### src/rtl/grid_likelihood_field_map_core_assert.svh
// ============================================================================
// Grid likelihood field map assertion macros
// Shorthand for clocked implication checks used by the map's controller.
// ============================================================================
`ifndef GRID_LIKELIHOOD_FIELD_MAP_CORE_ASSERT_SVH
`define GRID_LIKELIHOOD_FIELD_MAP_CORE_ASSERT_SVH

// Same-cycle implication under reset.
`define GLFM_ASSERT_IMP(label, clk_sig, rst_sig, ante, cons) \
    label: assert property (@(posedge clk_sig) disable iff (!rst_sig) (ante) |-> (cons)) \
        else $error("glfm check failed");

// Next-cycle implication under reset.
`define GLFM_ASSERT_NXT(label, clk_sig, rst_sig, ante, cons) \
    label: assert property (@(posedge clk_sig) disable iff (!rst_sig) (ante) |=> (cons)) \
        else $error("glfm check failed");

`endif

### src/rtl/glfm_pkg.sv
// ============================================================================
// Grid likelihood field map package
// Shared types, command and register codes, and constants of the map.
// ============================================================================
`default_nettype none

package glfm_pkg;

    localparam int DIM_W     = 13;
    localparam int CFG_IDX_W = 3;
    localparam int CFG_DAT_W = 32;
    localparam int LIK_W     = 6;

    localparam logic [6:0]       OCC_THRESHOLD = 7'd50;
    localparam logic [LIK_W-1:0] LIK_MAX       = 6'd63;

    localparam logic [1:0] CMD_START = 2'd0;
    localparam logic [1:0] CMD_LOAD  = 2'd1;
    localparam logic [1:0] CMD_QUERY = 2'd2;

    localparam logic [CFG_IDX_W-1:0] REG_GRID_WIDTH      = 3'd0;
    localparam logic [CFG_IDX_W-1:0] REG_GRID_HEIGHT     = 3'd1;
    localparam logic [CFG_IDX_W-1:0] REG_ORIGIN_POS_X    = 3'd2;
    localparam logic [CFG_IDX_W-1:0] REG_ORIGIN_POS_Y    = 3'd3;
    localparam logic [CFG_IDX_W-1:0] REG_CELLS_PER_METRE = 3'd4;

    typedef enum logic [3:0] {
        ST_CLEAR,
        ST_IDLE,
        ST_STAMP,
        ST_DRAIN,
        ST_Q_DIFF,
        ST_Q_MUL_X,
        ST_Q_AXIS_X,
        ST_Q_AXIS_Y,
        ST_Q_READ,
        ST_Q_OUT
    } glfm_state_t;

    typedef struct packed {
        logic [8:0]  grid_width;
        logic [8:0]  grid_height;
        logic [31:0] origin_pos_x;
        logic [31:0] origin_pos_y;
        logic [31:0] cells_per_metre;
    } glfm_cfg_t;

    typedef struct packed {
        logic clear_step;
        logic start_take;
        logic load_take;
        logic stamp_step;
        logic query_take;
        logic diff_en;
        logic mul_x;
        logic mul_y;
        logic eval_x;
        logic eval_y;
        logic query_rd;
        logic out_load;
    } glfm_cmd_t;

    typedef struct packed {
        logic clear_last;
        logic load_hit;
        logic stamp_last;
        logic out_busy;
    } glfm_sts_t;

endpackage

`default_nettype wire

### src/rtl/glfm_ctrl.sv
// ============================================================================
// Grid likelihood field map controller
// Sequences clearing, neighborhood stamping and the query steps.
// ============================================================================
`default_nettype none

`include "grid_likelihood_field_map_core_assert.svh"

module glfm_ctrl
    import glfm_pkg::*;
(
    input  logic       clk,
    input  logic       rst_n,
    input  logic       in_valid,
    output logic       in_stall,
    input  logic [1:0] command,
    input  glfm_sts_t  sts,
    output glfm_cmd_t  cmd
);

    glfm_state_t state_reg;
    glfm_state_t state_next;
    logic        accept;

    assign accept = in_valid && (state_reg == ST_IDLE);

    always_ff @(posedge clk or negedge rst_n)
    begin
        if (!rst_n)
        begin
            state_reg <= ST_CLEAR;
        end
        else
        begin
            state_reg <= state_next;
        end
    end

    always_comb
    begin
        state_next = state_reg;
        unique case (state_reg)
            ST_CLEAR:
            begin
                if (sts.clear_last)
                begin
                    state_next = ST_IDLE;
                end
            end
            ST_IDLE:
            begin
                if (in_valid)
                begin
                    unique case (command)
                        CMD_START: state_next = ST_CLEAR;
                        CMD_LOAD:  state_next = sts.load_hit ? ST_STAMP : ST_IDLE;
                        CMD_QUERY: state_next = ST_Q_DIFF;
                        default:   state_next = ST_IDLE;
                    endcase
                end
            end
            ST_STAMP:
            begin
                if (sts.stamp_last)
                begin
                    state_next = ST_DRAIN;
                end
            end
            ST_DRAIN:    state_next = ST_IDLE;
            ST_Q_DIFF:   state_next = ST_Q_MUL_X;
            ST_Q_MUL_X:  state_next = ST_Q_AXIS_X;
            ST_Q_AXIS_X: state_next = ST_Q_AXIS_Y;
            ST_Q_AXIS_Y: state_next = ST_Q_READ;
            ST_Q_READ:   state_next = ST_Q_OUT;
            ST_Q_OUT:
            begin
                if (!sts.out_busy)
                begin
                    state_next = ST_IDLE;
                end
            end
            default:     state_next = ST_IDLE;
        endcase
    end

    always_comb
    begin
        cmd            = '0;
        in_stall       = 1'b1;
        unique case (state_reg)
            ST_CLEAR:    cmd.clear_step = 1'b1;
            ST_IDLE:
            begin
                in_stall       = 1'b0;
                cmd.start_take = accept && (command == CMD_START);
                cmd.load_take  = accept && (command == CMD_LOAD);
                cmd.query_take = accept && (command == CMD_QUERY);
            end
            ST_STAMP:    cmd.stamp_step = 1'b1;
            ST_DRAIN:    cmd = '0;
            ST_Q_DIFF:   cmd.diff_en = 1'b1;
            ST_Q_MUL_X:  cmd.mul_x = 1'b1;
            ST_Q_AXIS_X:
            begin
                cmd.mul_y  = 1'b1;
                cmd.eval_x = 1'b1;
            end
            ST_Q_AXIS_Y: cmd.eval_y = 1'b1;
            ST_Q_READ:   cmd.query_rd = 1'b1;
            ST_Q_OUT:    cmd.out_load = !sts.out_busy;
            default:     cmd = '0;
        endcase
    end

    `GLFM_ASSERT_NXT(a_start_clears, clk, rst_n, accept && (command == CMD_START), state_reg == ST_CLEAR)
    `GLFM_ASSERT_NXT(a_stamp_drains, clk, rst_n, (state_reg == ST_STAMP) && sts.stamp_last, state_reg == ST_DRAIN)
    `GLFM_ASSERT_NXT(a_result_idle, clk, rst_n, (state_reg == ST_Q_OUT) && !sts.out_busy, state_reg == ST_IDLE)

endmodule

`default_nettype wire

### config.mk
export PLATFORM = sky130hd
export DESIGN_NAME = glfm_ctrl
export DESIGN_NICKNAME = d
export VERILOG_FILES = /design/src/rtl/glfm_pkg.sv /design/src/rtl/glfm_ctrl.sv
export VERILOG_INCLUDE_DIRS = /design/src /design/src/rtl
export SDC_FILE = /design/constraint.sdc
export NUM_CORES = 1
export LEC_CHECK = 0
export BUFFER_PORTS_ARGS = -buffer_cell sky130_fd_sc_hd__buf_2
export CAP_MARGIN = 20
export CORE_AREA = 2 2 39 41
export DETAILED_ROUTE_END_ITERATION = 8
export DIE_AREA = 0 0 41 43
export GPL_ROUTABILITY_DRIVEN = 0
export PLACE_DENSITY = 0.6
export SLEW_MARGIN = 20
export SYNTH_ARGS = -nofsm -noshare
export SYNTH_HDL_FRONTEND = slang
export SYNTH_SLANG_ARGS = --single-unit
### constraint.sdc
create_clock -name clk -period 2 [get_ports clk]
set_input_delay 0 -clock clk [delete_from_list [all_inputs] [get_ports clk]]
set_output_delay 0 -clock clk [all_outputs]
set_load 0.01 [all_outputs]
==> qor.txt <==
postcts setup bufs - 0
initial antenna violation count - 0
crit-path max FO - 13
Overall Global Routing Usage - 13.05%
die area - 1763 um^2
row count - 14
Residual DRC - 0
clock latency on the worst-skew pair - 230 ps
DRT antenna net count - 0
Routed WL per cell - 11.45 um
H-tree depth - 1
Setup TNS - 0 ps
CP Launch Type - register
status - finished clean
Initial Util - 29.84%
share of the synthesized area in the top cell type - 24.24%
largest net degree at the start of global routing - 14
Max VDD drop - 0.6269 mV
Area growth, synth to finish - 28.48%
Hold Vio Cnt, Final - 0
Clock Skew - 5.344 ps
CTS buffer count - 3
first-pass GRT wire length - 1.573 mm
maximum root-to-sink buffer count - 2
CP Launch Point - state_reg[0]
Data arrival, critical path - 1600 ps
critical path class - register to primary output
# fillers - 157
clk root buf - clkbuf_4
vias per inst - 5.146
sequential share of the synthesized area - 24.24%
crit path time final - 1602 ps
1st-iter DRT viols - 17
Synth Cell Area - 412.9 um^2
Max Slew Vio Count - 0
Hold Path Cell Cnt - 3
Overflow after GRT - 0
leakage - 0.2734 nW
Reg clk slew, reported paths - 40 ps
Slew @ Worst Pin - 374.4 ps
I/O Buffers - 21
total core area - 1384 um^2
max reg flops - 4
CTS Sinks - 4
Syn Nets - 55
I/O pins - 22
cell taking the most area after synthesis - dfrtp_1
top post-synthesis cells by area - dfrtp_1 24%, nor4b_2 7.3%, nand2b_1 6.1%
worst hold path class - input port to register
RSZ-0062 raised after global routing - false
Antenna diodes - 0
total routed wirelength - 939 um
TritonCTS clock tree - yes
hold_sp - sts[3]
fin nets - 77
Avg Inst Size Synth - 8.976 um^2
max-cap viol count - 0
Mapped Cells - 46
Post-synth EDFFs - 0
ys async rst share - 100.0%
post-DP HPWL - 728.3 um
register bit total from synthesis - 4
post-synthesis cell type count - 28
path depth of the worst reg2reg path - 3
period utilisation layout - 80.09%
routed via count - 422
Power per Cell Area - 1242 nW/um^2
Main synth FF type - dfrtp_1
Tot Pwr - 0.0006588 W
fmax - 624.3 MHz
Die Y - 43 um
WP data required - 2000 ps
crit end category - primary output
YS warnings - 0
Slew HR - 75.04%
worst reg2reg path startpoint - state_reg[3]
ratio of cells with drive above 1 in the final layout - 42.42%
vias in the first global route - 337
DRT Pass-1 Iters - 4
Die Wd - 41 um
# setup viols final - 0
[cells in the final DEF, fill, tap and decap left out]
master          n
inv_2           1
o32ai_1         1
nor3_1          3
or2_1           1
a41o_1          1
a21oi_1         2
and4b_1         2
nor4_1          2
nand4b_1        1
nor4b_4         1
nand2b_1        4
a32oi_1         1
inv_1           2
dlygate4sd3_1   1
or3b_1          1
and3_1          1
nor2b_1         1
nor4b_2         2
clkbuf_4        3
nand2_1         1
nand3_1         1
nor2_1          4
dfrtp_1         4
or4bb_1         1
buf_2          21
and4_1          1
mux2i_1         1
o21bai_1        1
[cells by family (layout without fill, tap and decap cells)]
kind of cell / after synthesis / after routing / share of synthesized area, %
compound gates: 6 / 6 / 10.91
flops: 4 / 4 / 24.24
buf+inv: 8 / 28 / 12.42
simple gates: 27 / 27 / 50.00
mux: 1 / 1 / 2.424
[metrics by stage]
step | util, % | hold WS [ps] | cell area [um^2] | setup WS (ps) | std cells
final | 38.34 | 81.14 | 530.5 | 398.2 | 82
after global routing | 38.34 | 90.24 | 530.5 | 250.0 | 82
after CTS | 38.34 | 81.43 | 530.5 | 377.3 | 82
after detailed placement | 35.99 | -190.9 | 498.0 | 632.8 | 78
after global placement | 35.99 | -189.7 | 498.0 | 624.3 | 78
after floorplan | - | -295.6 | 412.9 | 705.3 | 46
[routing by layer]
layer | global-route usage [%] | vias to the layer above | wire, um
met5 | 0 | - | 0
met4 | 6.000 | 0 | 0
met3 | 5.236 | 0 | 84
met2 | 15.94 | 20 | 388
met1 | 19.29 | 190 | 466
li1 | - | 212 | -
[power breakdown]
part	internal (W)	total (W)	switching, W	leakage, nW
Combinational	0.000182	0.000348	0.000166	0.209
Clock	0.0000670	0.0000982	0.0000312	0.0138
Sequential	0.000113	0.000212	0.0000995	0.0510
[critical path: stages (launching register included)]
cell,delay (ps)
dfrtp_1,550
nor4b_4,360
inv_2,70
nor4b_2,230
buf_2,160
[layout make-up]
type                            instances  area, um^2  share of cell area (%)
Inverter                                3       11.26                   2.123
Sequential cell                         4       100.1                   18.87
Tap cell                               16       20.02                   3.774
Clock buffer                            3       22.52                   4.245
Multi-Input combinational cell         34       261.5                   49.29
Timing Repair Buffer                   22       115.1                   21.70
[Yosys cell counts (2+ instances only)]
library cell	instances
a21oi_1	2
and4b_1	2
buf_2	2
buf_6	2
dfrtp_1	4
inv_1	2
nand2b_1	4
nor2_1	4
nor3_1	3
nor4_1	2
nor4b_2	2
[repair_timing]
item | in CTS | in global routing
gates resized for setup | 0 | 0
endpoints found under the hold margin | 4 | 0
hold buffers | 1 | 0
endpoints found under the setup margin | 0 | 0
[final timing paths]
path	slack, ps	to
max in group asynchronous	1780	state_reg[1]
worst min-delay path	80	state_reg[0]
worst max-delay path	400	cmd[10]
worst max register to register	640	state_reg[0]
min in group asynchronous	100	state_reg[3]
worst min register to register	680	state_reg[1]
No activity file was read; power rests on OpenSTA's default activity.
